===== src/hdl/tfs_pkg.sv =====
package tfs_pkg;

	localparam int PIX_W   = 16;
	localparam int CFG_W   = 11;
	localparam int CFG_A_W = 3;
	localparam int POS_W   = 10;
	localparam int GEO_W   = 14;
	localparam int SUM_W   = 36;
	localparam int CNT_W   = 21;
	localparam int QUO_W   = 16;
	localparam int STEP_W  = $clog2(QUO_W);

	localparam logic [CNT_W-1:0] PIXEL_CAP = CNT_W'(1048576);
	localparam logic [PIX_W-1:0] FULL16    = 16'hFFFF;

	localparam logic [CFG_A_W-1:0] REG_FRAME_WIDTH  = 3'd0;
	localparam logic [CFG_A_W-1:0] REG_FRAME_HEIGHT = 3'd1;
	localparam logic [CFG_A_W-1:0] REG_ROI_LEFT     = 3'd2;
	localparam logic [CFG_A_W-1:0] REG_ROI_TOP      = 3'd3;
	localparam logic [CFG_A_W-1:0] REG_ROI_COLS     = 3'd4;
	localparam logic [CFG_A_W-1:0] REG_ROI_ROWS     = 3'd5;

	typedef enum logic [1:0] {
		ST_RUN,
		ST_DIV,
		ST_WAIT
	} tfs_state_t;

	typedef struct packed {
		logic take;
		logic snap;
		logic div_step;
		logic load;
	} tfs_cmd_t;

endpackage


===== src/hdl/tfs_if.sv =====
interface tfs_pix_if;
	import tfs_pkg::*;
	logic             valid;
	logic             ready;
	logic [PIX_W-1:0] pixel_value;
	logic             frame_end;
	modport source(output valid, pixel_value, frame_end, input ready);
	modport sink(input valid, pixel_value, frame_end, output ready);
endinterface

interface tfs_res_if;
	import tfs_pkg::*;
	logic             valid;
	logic             ready;
	logic [PIX_W-1:0] whole_min;
	logic [PIX_W-1:0] whole_max;
	logic [PIX_W-1:0] whole_mean;
	logic [POS_W-1:0] hot_col;
	logic [POS_W-1:0] hot_row;
	logic [PIX_W-1:0] hot_value;
	logic             roi_ok;
	logic [PIX_W-1:0] roi_min;
	logic [PIX_W-1:0] roi_max;
	logic [PIX_W-1:0] roi_mean;
	modport source(output valid, whole_min, whole_max, whole_mean, hot_col, hot_row,
		hot_value, roi_ok, roi_min, roi_max, roi_mean, input ready);
	modport sink(input valid, whole_min, whole_max, whole_mean, hot_col, hot_row,
		hot_value, roi_ok, roi_min, roi_max, roi_mean, output ready);
endinterface

interface tfs_cfg_if;
	import tfs_pkg::*;
	logic               valid;
	logic               ready;
	logic [CFG_A_W-1:0] index;
	logic [CFG_W-1:0]   data;
	modport source(output valid, index, data, input ready);
	modport sink(input valid, index, data, output ready);
endinterface


===== src/hdl/tfs_div.sv =====
module tfs_div
	import tfs_pkg::*;
(
	input  logic             clk,
	input  logic             load,
	input  logic             step,
	input  logic [SUM_W-1:0] dividend,
	input  logic [CNT_W-1:0] divisor,
	output logic [QUO_W-1:0] quotient
);

	logic [SUM_W-1:0] rem_q;
	logic [SUM_W-1:0] dsh_q;
	logic [QUO_W-1:0] quo_q;
	logic             fits;

	// Quotient is known to fit in QUO_W bits, so start at the top quotient bit.
	assign fits = rem_q >= dsh_q;

	always_ff @(posedge clk) begin
		if (load) begin
			rem_q <= dividend;
			dsh_q <= {divisor, {(QUO_W-1){1'b0}}};
			quo_q <= '0;
		end else if (step) begin
			if (fits) begin
				rem_q <= rem_q - dsh_q;
			end
			dsh_q <= dsh_q >> 1;
			quo_q <= {quo_q[QUO_W-2:0], fits};
		end
	end

	assign quotient = quo_q;

endmodule


===== src/hdl/tfs_dp.sv =====
module tfs_dp
	import tfs_pkg::*;
#(
	parameter int MAX_WIDTH  = 1024,
	parameter int MAX_HEIGHT = 1024
) (
	input  logic         clk,
	input  logic         arst_n,
	input  tfs_cmd_t     cmd,
	input  logic [PIX_W-1:0] pixel_value,
	tfs_cfg_if.sink      cfg,
	output logic [PIX_W-1:0] whole_min,
	output logic [PIX_W-1:0] whole_max,
	output logic [PIX_W-1:0] whole_mean,
	output logic [POS_W-1:0] hot_col,
	output logic [POS_W-1:0] hot_row,
	output logic [PIX_W-1:0] hot_value,
	output logic             roi_ok,
	output logic [PIX_W-1:0] roi_min,
	output logic [PIX_W-1:0] roi_max,
	output logic [PIX_W-1:0] roi_mean
);

	localparam int COL_W = $clog2(MAX_WIDTH);
	localparam int ROW_W = $clog2(MAX_HEIGHT);

	logic [CFG_W-1:0] frame_width_q, frame_height_q, roi_cols_q, roi_rows_q;
	logic [POS_W-1:0] roi_left_q, roi_top_q;

	logic [COL_W-1:0] col_q, best_col_q, res_col_q;
	logic [ROW_W-1:0] row_q, best_row_q, res_row_q;
	logic [PIX_W-1:0] run_min_q, run_max_q, best_q, box_min_q, box_max_q;
	logic [SUM_W-1:0] run_sum_q, box_sum_q;
	logic [CNT_W-1:0] run_cnt_q, box_cnt_q;

	logic [PIX_W-1:0] res_min_q, res_max_q, res_hot_q, res_bmin_q, res_bmax_q;
	logic             res_ok_q;

	logic [GEO_W-1:0] w_eff, h_eff, fw, fh, col_x, row_x;
	logic             in_box, box_valid, hotter;
	logic [PIX_W-1:0] nxt_min, nxt_max, nxt_bmin, nxt_bmax;
	logic [SUM_W-1:0] nxt_sum, nxt_bsum;
	logic [CNT_W-1:0] nxt_cnt, nxt_bcnt;
	logic [QUO_W-1:0] whole_quo, box_quo;

	assign cfg.ready = 1'b1;

	always_ff @(posedge clk or negedge arst_n) begin
		if (!arst_n) begin
			frame_width_q  <= CFG_W'(256);
			frame_height_q <= CFG_W'(192);
			roi_left_q     <= '0;
			roi_top_q      <= '0;
			roi_cols_q     <= '0;
			roi_rows_q     <= '0;
		end else if (cfg.valid) begin
			unique case (cfg.index)
				REG_FRAME_WIDTH:  frame_width_q  <= cfg.data;
				REG_FRAME_HEIGHT: frame_height_q <= cfg.data;
				REG_ROI_LEFT:     roi_left_q     <= cfg.data[POS_W-1:0];
				REG_ROI_TOP:      roi_top_q      <= cfg.data[POS_W-1:0];
				REG_ROI_COLS:     roi_cols_q     <= cfg.data;
				REG_ROI_ROWS:     roi_rows_q     <= cfg.data;
				default: ;
			endcase
		end
	end

	// Effective geometry: zero acts as one, oversize clamps to the maximum.
	always_comb begin
		fw = GEO_W'(frame_width_q);
		fh = GEO_W'(frame_height_q);
		if (fw == '0) w_eff = GEO_W'(1);
		else if (fw > GEO_W'(MAX_WIDTH)) w_eff = GEO_W'(MAX_WIDTH);
		else w_eff = fw;
		if (fh == '0) h_eff = GEO_W'(1);
		else if (fh > GEO_W'(MAX_HEIGHT)) h_eff = GEO_W'(MAX_HEIGHT);
		else h_eff = fh;
	end

	assign col_x = GEO_W'(col_q);
	assign row_x = GEO_W'(row_q);

	assign in_box = (col_x >= GEO_W'(roi_left_q)) &&
		(col_x < GEO_W'(roi_left_q) + GEO_W'(roi_cols_q)) &&
		(row_x >= GEO_W'(roi_top_q)) &&
		(row_x < GEO_W'(roi_top_q) + GEO_W'(roi_rows_q));

	assign box_valid = (roi_cols_q != '0) && (roi_rows_q != '0) &&
		(GEO_W'(roi_left_q) + GEO_W'(roi_cols_q) <= w_eff) &&
		(GEO_W'(roi_top_q) + GEO_W'(roi_rows_q) <= h_eff);

	assign hotter = pixel_value > best_q;

	always_comb begin
		nxt_min  = (pixel_value < run_min_q) ? pixel_value : run_min_q;
		nxt_max  = (pixel_value > run_max_q) ? pixel_value : run_max_q;
		nxt_sum  = run_sum_q;
		nxt_cnt  = run_cnt_q;
		if (run_cnt_q < PIXEL_CAP) begin
			nxt_sum = run_sum_q + SUM_W'(pixel_value);
			nxt_cnt = run_cnt_q + 1'b1;
		end
		nxt_bmin = box_min_q;
		nxt_bmax = box_max_q;
		nxt_bsum = box_sum_q;
		nxt_bcnt = box_cnt_q;
		if (in_box) begin
			if (pixel_value < box_min_q) nxt_bmin = pixel_value;
			if (pixel_value > box_max_q) nxt_bmax = pixel_value;
			if (box_cnt_q < PIXEL_CAP) begin
				nxt_bsum = box_sum_q + SUM_W'(pixel_value);
				nxt_bcnt = box_cnt_q + 1'b1;
			end
		end
	end

	// Frame accumulators: advance on every pixel but the last, which clears them.
	always_ff @(posedge clk or negedge arst_n) begin
		if (!arst_n) begin
			col_q      <= '0;
			row_q      <= '0;
			run_min_q  <= FULL16;
			run_max_q  <= '0;
			run_sum_q  <= '0;
			run_cnt_q  <= '0;
			best_q     <= '0;
			best_col_q <= '0;
			best_row_q <= '0;
			box_min_q  <= FULL16;
			box_max_q  <= '0;
			box_sum_q  <= '0;
			box_cnt_q  <= '0;
		end else if (cmd.take) begin
			if (cmd.snap) begin
				col_q      <= '0;
				row_q      <= '0;
				run_min_q  <= FULL16;
				run_max_q  <= '0;
				run_sum_q  <= '0;
				run_cnt_q  <= '0;
				best_q     <= '0;
				best_col_q <= '0;
				best_row_q <= '0;
				box_min_q  <= FULL16;
				box_max_q  <= '0;
				box_sum_q  <= '0;
				box_cnt_q  <= '0;
			end else begin
				run_min_q <= nxt_min;
				run_max_q <= nxt_max;
				run_sum_q <= nxt_sum;
				run_cnt_q <= nxt_cnt;
				box_min_q <= nxt_bmin;
				box_max_q <= nxt_bmax;
				box_sum_q <= nxt_bsum;
				box_cnt_q <= nxt_bcnt;
				if (hotter) begin
					best_q     <= pixel_value;
					best_col_q <= col_q;
					best_row_q <= row_q;
				end
				if (col_x + GEO_W'(1) >= w_eff) begin
					col_q <= '0;
					if (row_x + GEO_W'(1) < GEO_W'(MAX_HEIGHT)) begin
						row_q <= row_q + 1'b1;
					end
				end else begin
					col_q <= col_q + 1'b1;
				end
			end
		end
	end

	// Snapshot of the finished frame, held while the means are worked out.
	always_ff @(posedge clk) begin
		if (cmd.snap) begin
			res_min_q  <= nxt_min;
			res_max_q  <= nxt_max;
			res_hot_q  <= hotter ? pixel_value : best_q;
			res_col_q  <= hotter ? col_q : best_col_q;
			res_row_q  <= hotter ? row_q : best_row_q;
			res_ok_q   <= box_valid && (nxt_bcnt != '0);
			res_bmin_q <= nxt_bmin;
			res_bmax_q <= nxt_bmax;
		end
	end

	tfs_div u_whole_div (
		.clk      (clk),
		.load     (cmd.snap),
		.step     (cmd.div_step),
		.dividend (nxt_sum),
		.divisor  (nxt_cnt),
		.quotient (whole_quo)
	);

	tfs_div u_box_div (
		.clk      (clk),
		.load     (cmd.snap),
		.step     (cmd.div_step),
		.dividend (nxt_bsum),
		.divisor  (nxt_bcnt),
		.quotient (box_quo)
	);

	always_ff @(posedge clk) begin
		if (cmd.load) begin
			whole_min  <= res_min_q;
			whole_max  <= res_max_q;
			whole_mean <= whole_quo;
			hot_col    <= POS_W'(res_col_q);
			hot_row    <= POS_W'(res_row_q);
			hot_value  <= res_hot_q;
			roi_ok     <= res_ok_q;
			roi_min    <= res_ok_q ? res_bmin_q : '0;
			roi_max    <= res_ok_q ? res_bmax_q : '0;
			roi_mean   <= res_ok_q ? box_quo : '0;
		end
	end

endmodule


===== src/hdl/tfs_ctrl.sv =====
module tfs_ctrl
	import tfs_pkg::*;
(
	input  logic     clk,
	input  logic     arst_n,
	input  logic     in_valid,
	input  logic     in_last,
	output logic     in_ready,
	output logic     out_valid,
	input  logic     out_ready,
	output tfs_cmd_t cmd
);

	tfs_state_t        state_q, state_nxt;
	logic [STEP_W-1:0] step_q;
	logic              out_full_q;

	always_ff @(posedge clk or negedge arst_n) begin
		if (!arst_n) begin
			state_q <= ST_RUN;
		end else begin
			state_q <= state_nxt;
		end
	end

	always_comb begin
		state_nxt = state_q;
		cmd       = '0;
		in_ready  = 1'b0;
		unique case (state_q)
			ST_RUN: begin
				in_ready = 1'b1;
				cmd.take = in_valid;
				if (in_valid && in_last) begin
					cmd.snap  = 1'b1;
					state_nxt = ST_DIV;
				end
			end
			ST_DIV: begin
				cmd.div_step = 1'b1;
				if (step_q == '0) state_nxt = ST_WAIT;
			end
			ST_WAIT: begin
				if (!out_full_q || out_ready) begin
					cmd.load  = 1'b1;
					state_nxt = ST_RUN;
				end
			end
			default: state_nxt = ST_RUN;
		endcase
	end

	always_ff @(posedge clk or negedge arst_n) begin
		if (!arst_n) begin
			step_q     <= '0;
			out_full_q <= 1'b0;
		end else begin
			if (cmd.snap) step_q <= STEP_W'(QUO_W-1);
			else if (cmd.div_step) step_q <= step_q - 1'b1;
			if (cmd.load) out_full_q <= 1'b1;
			else if (out_ready) out_full_q <= 1'b0;
		end
	end

	assign out_valid = out_full_q;

endmodule


===== src/hdl/thermal_frame_statistics_core.sv =====
// A result is offered once the dividers have formed both means and the output register is loaded.
// Throughput: one pixel per cycle within a frame; after the last pixel the input
// stalls while the 16-step shift-subtract dividers form both means, and
// longer while an earlier result still waits to be taken.
// Reset: arst_n clears the controller, the frame accumulators and the
// configuration registers (width 256, height 192, empty rectangle).
module thermal_frame_statistics_core
	import tfs_pkg::*;
#(
	parameter int MAX_WIDTH  = 1024,
	parameter int MAX_HEIGHT = 1024
) (
	input  logic       clk,
	input  logic       arst_n,
	tfs_pix_if.sink    pix,
	tfs_res_if.source  res,
	tfs_cfg_if.sink    cfg
);

	tfs_cmd_t cmd;
	logic     in_ready;
	logic     out_valid;

	// Controller: accept pixels, then sequence the divide and the output load.
	tfs_ctrl u_ctrl (
		.clk       (clk),
		.arst_n    (arst_n),
		.in_valid  (pix.valid),
		.in_last   (pix.frame_end),
		.in_ready  (in_ready),
		.out_valid (out_valid),
		.out_ready (res.ready),
		.cmd       (cmd)
	);

	assign pix.ready = in_ready;
	assign res.valid = out_valid;

	// Datapath: statistics, snapshot, dividers and the output register.
	// The output register lets a new frame stream in while a result waits.
	tfs_dp #(
		.MAX_WIDTH  (MAX_WIDTH),
		.MAX_HEIGHT (MAX_HEIGHT)
	) u_dp (
		.clk         (clk),
		.arst_n      (arst_n),
		.cmd         (cmd),
		.pixel_value (pix.pixel_value),
		.cfg         (cfg),
		.whole_min   (res.whole_min),
		.whole_max   (res.whole_max),
		.whole_mean  (res.whole_mean),
		.hot_col     (res.hot_col),
		.hot_row     (res.hot_row),
		.hot_value   (res.hot_value),
		.roi_ok      (res.roi_ok),
		.roi_min     (res.roi_min),
		.roi_max     (res.roi_max),
		.roi_mean    (res.roi_mean)
	);

	// Never overwrite a result that has not been taken.
	a_load_free: assert property (@(posedge clk) disable iff (!arst_n)
		cmd.load |-> (!res.valid || res.ready))
		else $error("output register overwritten while full");

	// Input stalls while the means are computed.
	a_stall_div: assert property (@(posedge clk) disable iff (!arst_n)
		(pix.valid && pix.ready && pix.frame_end) |=> !pix.ready)
		else $error("pixel accepted during divide");

	// Divide steps and pixel intake never overlap.
	a_excl: assert property (@(posedge clk) disable iff (!arst_n)
		!(cmd.take && cmd.div_step))
		else $error("pixel intake during divide step");

	// A result is presented right after a load.
	a_load_valid: assert property (@(posedge clk) disable iff (!arst_n)
		cmd.load |=> res.valid)
		else $error("load did not present a result");

endmodule


===== src/flat_wrapper.sv =====
// flat-port wrapper written by rule: the top's interface ports become plain ports
module thermal_frame_statistics_core_flat import tfs_pkg::*;
#(
	parameter int MAX_WIDTH  = 1024,
	parameter int MAX_HEIGHT = 1024
)
  (clk, arst_n, pix_valid, pix_pixel_value, pix_frame_end, pix_ready, res_valid, res_whole_min, res_whole_max, res_whole_mean, res_hot_col, res_hot_row, res_hot_value, res_roi_ok, res_roi_min, res_roi_max, res_roi_mean, res_ready, cfg_valid, cfg_index, cfg_data, cfg_ready);
  tfs_pix_if pix_i ();
  tfs_res_if res_i ();
  tfs_cfg_if cfg_i ();
  input  logic clk;
  input  logic arst_n;
  input wire logic [$bits(pix_i.valid)-1:0] pix_valid;
  input wire logic [$bits(pix_i.pixel_value)-1:0] pix_pixel_value;
  input wire logic [$bits(pix_i.frame_end)-1:0] pix_frame_end;
  output wire logic [$bits(pix_i.ready)-1:0] pix_ready;
  output wire logic [$bits(res_i.valid)-1:0] res_valid;
  output wire logic [$bits(res_i.whole_min)-1:0] res_whole_min;
  output wire logic [$bits(res_i.whole_max)-1:0] res_whole_max;
  output wire logic [$bits(res_i.whole_mean)-1:0] res_whole_mean;
  output wire logic [$bits(res_i.hot_col)-1:0] res_hot_col;
  output wire logic [$bits(res_i.hot_row)-1:0] res_hot_row;
  output wire logic [$bits(res_i.hot_value)-1:0] res_hot_value;
  output wire logic [$bits(res_i.roi_ok)-1:0] res_roi_ok;
  output wire logic [$bits(res_i.roi_min)-1:0] res_roi_min;
  output wire logic [$bits(res_i.roi_max)-1:0] res_roi_max;
  output wire logic [$bits(res_i.roi_mean)-1:0] res_roi_mean;
  input wire logic [$bits(res_i.ready)-1:0] res_ready;
  input wire logic [$bits(cfg_i.valid)-1:0] cfg_valid;
  input wire logic [$bits(cfg_i.index)-1:0] cfg_index;
  input wire logic [$bits(cfg_i.data)-1:0] cfg_data;
  output wire logic [$bits(cfg_i.ready)-1:0] cfg_ready;
  assign pix_i.valid = pix_valid;
  assign pix_i.pixel_value = pix_pixel_value;
  assign pix_i.frame_end = pix_frame_end;
  assign pix_ready = pix_i.ready;
  assign res_valid = res_i.valid;
  assign res_whole_min = res_i.whole_min;
  assign res_whole_max = res_i.whole_max;
  assign res_whole_mean = res_i.whole_mean;
  assign res_hot_col = res_i.hot_col;
  assign res_hot_row = res_i.hot_row;
  assign res_hot_value = res_i.hot_value;
  assign res_roi_ok = res_i.roi_ok;
  assign res_roi_min = res_i.roi_min;
  assign res_roi_max = res_i.roi_max;
  assign res_roi_mean = res_i.roi_mean;
  assign res_i.ready = res_ready;
  assign cfg_i.valid = cfg_valid;
  assign cfg_i.index = cfg_index;
  assign cfg_i.data = cfg_data;
  assign cfg_ready = cfg_i.ready;
  thermal_frame_statistics_core #(.MAX_WIDTH(MAX_WIDTH), .MAX_HEIGHT(MAX_HEIGHT)) u_core (.clk(clk), .arst_n(arst_n), .pix(pix_i), .res(res_i), .cfg(cfg_i));
endmodule

===== config.mk =====
export PLATFORM = sky130hd
export DESIGN_NAME = thermal_frame_statistics_core_flat
export DESIGN_NICKNAME = d
export VERILOG_FILES = /design/src/hdl/tfs_pkg.sv /design/src/hdl/tfs_if.sv /design/src/hdl/tfs_div.sv /design/src/hdl/tfs_dp.sv /design/src/hdl/tfs_ctrl.sv /design/src/hdl/thermal_frame_statistics_core.sv /design/src/flat_wrapper.sv
export SDC_FILE = /design/constraint.sdc
export NUM_CORES = 2
export LEC_CHECK = 0
export BUFFER_PORTS_ARGS = -buffer_cell sky130_fd_sc_hd__buf_2
export CORE_ASPECT_RATIO = 0.6
export CORE_UTILIZATION = 60
export CTS_CLUSTER_DIAMETER = 100
export DETAILED_ROUTE_END_ITERATION = 8
export PLACE_DENSITY = 0.78
export SLEW_MARGIN = 40
export SYNTH_ARGS = -nofsm -noshare
export SYNTH_HDL_FRONTEND = slang
export SYNTH_SLANG_ARGS = --single-unit
export TNS_END_PERCENT = 10

===== constraint.sdc =====
create_clock -name clk -period 20.8 [get_ports clk]
set_clock_uncertainty 0.2 [all_clocks]
set_input_delay 1.04 -clock clk [delete_from_list [all_inputs] [get_ports clk]]
set_output_delay 1.04 -clock clk [all_outputs]
set_load 0.01 [all_outputs]

==> summary.md <==
| Metric | Value |
|---|---|
| Status | complete, no violations |
| Syn Inst Count | roughly 3.7k |
| Largest delay share family, worst path | compound AO/OA/AOI/OAI gates |
| Syn_area_per_cell | between 10 and 15 um2 |
| Critical path data arrival time | 5.50 ns |
| Power Dens Cells | 139.9 nW/um2 |
| Nets | 4,157 |
| Reg-to-Reg End | u_core.u_dp.res_ok_q |
| Dpl ws | about 15 ns |
| FF-to-FF setup slack | 15.44 ns |
| Final setup fails | 0 |
| Hold-fix buffers, CTS | 0 |
| Critical path, cell by cell | ha_1 -> inv_1 -> fa_1 -> and2b_1 -> o21a_1 -> o21ai_0 -> nand2b_1 -> xor2_1 -> inv_1 -> ha_1 -> a21o_1 -> a21o_1 -> a221oi_1 -> a21oi_2 -> a2111oi_4 -> nand2_2 -> or4_1 -> a32oi_1 -> o2111a_1 -> a41oi_1 |
| Row cnt | between 70 and 80 |
| Commonest non-fill, non-tap cell in the layout | nand2_1 |
| Area grow syn2layout | 10.08% |
| Number of global-route vias before repair | 27.30k |
| Synth Area in Simple Gates | 0.1222 |
| Design Area, Final | approximately 43,000 um2 |
| DRC | 0 |
| Crit path max fanout | 26 |
| Register bit total from synthesis | roughly 700 |
| Layout cells sized above 1 | 0.1369 |
| Adder-Cell Fraction of Synth Area | 0.09139 |
| RSZ-0062 raised after global routing | false |
| Critical path endpoint category | register |
| Diode count | 0 |
| First-pass GRT wire length | 153,300 um |
| GRT Util Overall | 0.2924 |
| Area of the core | between 60,000 and 70,000 um2 |
| Net Count, Synth | ~4.0k |
| Max-cap violations | 0 |
| Peak supply drop | roughly 0.0001 V |
| DRT Pass-1 Iters | 6 |
| R2r startpoint | u_core.u_dp.roi_rows_q[0] |
| FFs w/ async S/R, synth | 0.4266 |
| Synth cell types | about 110 |
| CTS tree | built |
| Yosys warnings | 0 |
| Post-Synth XOR/XNOR Area | 0.04152 |
| Most frequent cells in the layout | nand2_1, edfxtp_1, ha_1 |
| Critical-path top delay cell | or4_1 |
| Top-level I/O count | 172 |
| Hold crit path type | input port to async pin |
| Placed Area | 40,880 um2 |
| Die W | between 300 and 400 um |
| Total die area | 66,410 um2 |
| Hpwl dp | ~65,000 um |
| CTS Buf Count | 67 |
| Final min period | 5.359 ns |
| IO buf count | between 150 and 200 |
| Post-synth EDFFs | ~350 |
| Leading register cell type out of synthesis | edfxtp_1 |
| R2R depth | 20 |
| Synth Area in Compound Gates | 0.1670 |
| Routability cong. | 0.9092 |
| H-tree Lvls | 3 |
| Fin. max-slew vios | 0 |
| Final cycle utilization of the critical path | 0.2576 |
| Peak Freq | about 190 MHz |
| Setup ws final | around 15 ns |
| Post-Syn Area | 39,210 um2 |
| Core Util, Final | 0.6692 |
| CP Launch Type | register |
| Setup Buffers After CTS | 0 |
| Multiplexer area fraction after synthesis | 0.04381 |
| Routed Antenna Nets | 0 |
| Clock Root Buffer | clkbuf_16 |
| Largest net degree at the start of global routing | ~110 |
| WP data required | between 20 and 25 ns |
| # clock sinks | just over 700 |
| Avg WL per Cell | just over 20 um |
| Clock-pin slew on the worst setup and hold paths | around 0.07 ns |
| DR vias | 29.41k |
| Overflow after GRT | 0 |
| Worst Max-Slew Pin Slew | roughly 0.87 ns |
| Initial antenna violation count | 0 |
| Setup crit start | u_core.u_dp.roi_rows_q[0] |
| Clock Tree Buf Depth | 3 |
| Drt via density | 6.200 |
| Class of the most critical setup path | register to register |
| DRT iter0 DRCs | around 3.3k |
| Main combinational cell family by area after synthesis | compound AO/OA/AOI/OAI gates |
| Relative slew slack | 0.4196 |
| TNS Setup | 0 ns |
| Sequential cell area fraction in the yosys report | 0.4939 |
| Hold Fails Final Rpt | 0 |
| Starting Density | 0.6079 |
| CP max stage delay | just over 0.6 ns |
| Leak | roughly 18 nW |
| Die Y | between 200 and 250 um |
| Resized cells post-CTS | 0 |
| Crit path buffers/inverters | 2 |
| Final WL | around 100,000 um |
| Clk_lat worst skew | about 0.64 ns |
## through the flow
stage               power (mW)  cells  hold slack, ns
floorplan                4.074   3731          0.2003
global placement         4.647   4619          0.2005
detailed placement       4.718   4620          0.2045
CTS                      6.005   4743          0.2021
global route             6.439   4744         0.06123
finish                   6.039   4744         0.05909
## kinds of logic (layout without fill, tap and decap cells)
| family | after synthesis | in the layout |
|---|---|---|
| compound gates | 997 | 997 |
| simple gates | 992 | 992 |
| flops | 715 | 715 |
| other cells | 1 | 1 |
| fa+ha+maj | 283 | 283 |
| xor+xnor | 185 | 185 |
| mux | 151 | 151 |
| buf+inv | 407 | 569 |
## layer usage
layer	track usage	up-vias	routed length, um
met5	0	-	0
met4	0.06173	0	1525
met2	0.4113	1282	39700
li1	-	13767	-
met3	0.05873	127	9004
met1	0.4627	14236	46900
## state kept, by name, indices dropped and copies added (netlist names), 21 cells and up
register	flops
u_core.u_dp.box_sum_q	36
u_core.u_dp.run_sum_q	36
u_core.u_dp.u_box_div.dsh_q	36
u_core.u_dp.u_box_div.rem_q	36
u_core.u_dp.u_whole_div.dsh_q	36
u_core.u_dp.u_whole_div.rem_q	36
u_core.u_dp.box_cnt_q	21
u_core.u_dp.run_cnt_q	21
## final cells by class
type	count	area, um2
Fill cell	4840	21340
Sequential cell	715	19370
Multi-Input combinational cell	2609	18420
Clock buffer	92	1926
Timing Repair Buffer	204	1171
Tap cell	851	1065
Inverter	242	915.9
Clock inverter	31	301.5
## worst max-delay path by stage
stage	endpoint	slack, ns	cells past startpoint
global route	u_core.u_dp.res_ok_q	15.15	19
global placement	u_core.u_dp.run_max_q[3]	15.40	13
CTS	u_core.u_dp.u_box_div.rem_q[23]	15.26	20
finish	u_core.u_dp.res_ok_q	15.44	20
detailed placement	u_core.u_dp.u_box_div.rem_q[23]	15.30	20
floorplan	u_core.u_dp.hot_col[0]	12.93	2
## worst reg2reg max path, stage by stage, from the launching register on
cell and delay, ns:
dfrtp_1 0.38, ha_1 0.18, inv_1 0.05, fa_1 0.41, and2b_1 0.26, o21a_1 0.16
o21ai_0 0.08, nand2b_1 0.09, xor2_1 0.19, inv_1 0.06, ha_1 0.17, a21o_1 0.18
a21o_1 0.17, a221oi_1 0.32, a21oi_2 0.11, a2111oi_4 0.43, nand2_2 0.45, or4_1 0.61
a32oi_1 0.22, o2111a_1 0.21, a41oi_1 0.14
## synth_stat cells (8+ instances only)
cell type	count	share of area
mux2_1	11	0.0032
a211o_1	10	0.0022
dfxtp_1	62	0.032
dfstp_2	35	0.023
buf_1	16	0.0015
inv_1	242	0.023
a2bb2oi_1	16	0.0036
buf_2	13	0.0017
nand2b_1	40	0.0064
mux2_2	114	0.033
a21oi_1	237	0.030
o21ai_1	11	0.0014
o21a_1	44	0.0084
o22ai_1	43	0.0069
and3_1	50	0.0080
dfrtp_1	270	0.17
a31oi_1	42	0.0067
a21boi_0	8	0.0015
edfxtp_1	348	0.27
o21ai_0	237	0.030
o21bai_1	14	0.0027
nand4_1	36	0.0057
a21o_1	82	0.016
o211ai_1	8	0.0015
xnor2_1	105	0.023
and2_1	64	0.010
nand3_1	73	0.0093
mux2_4	10	0.0038
nor3_1	26	0.0033
xor2_1	79	0.018
and4_1	8	0.0018
mux2i_1	16	0.0041
nor4_1	18	0.0029
a211oi_1	21	0.0040
clkbuf_1	132	0.013
nor2b_1	32	0.0051
ha_1	276	0.088
nor2_1	150	0.014
or3_1	14	0.0022
o31ai_1	42	0.0080
a22o_1	95	0.021
o22a_1	18	0.0040
nand2_1	429	0.041
## where the power goes
group / internal [mW] / switching (mW)
Clock: 0.706 / 0.555
Combinational: 1.06 / 1.58
Sequential: 1.96 / 0.185
(Power assumes the default switching activity.)
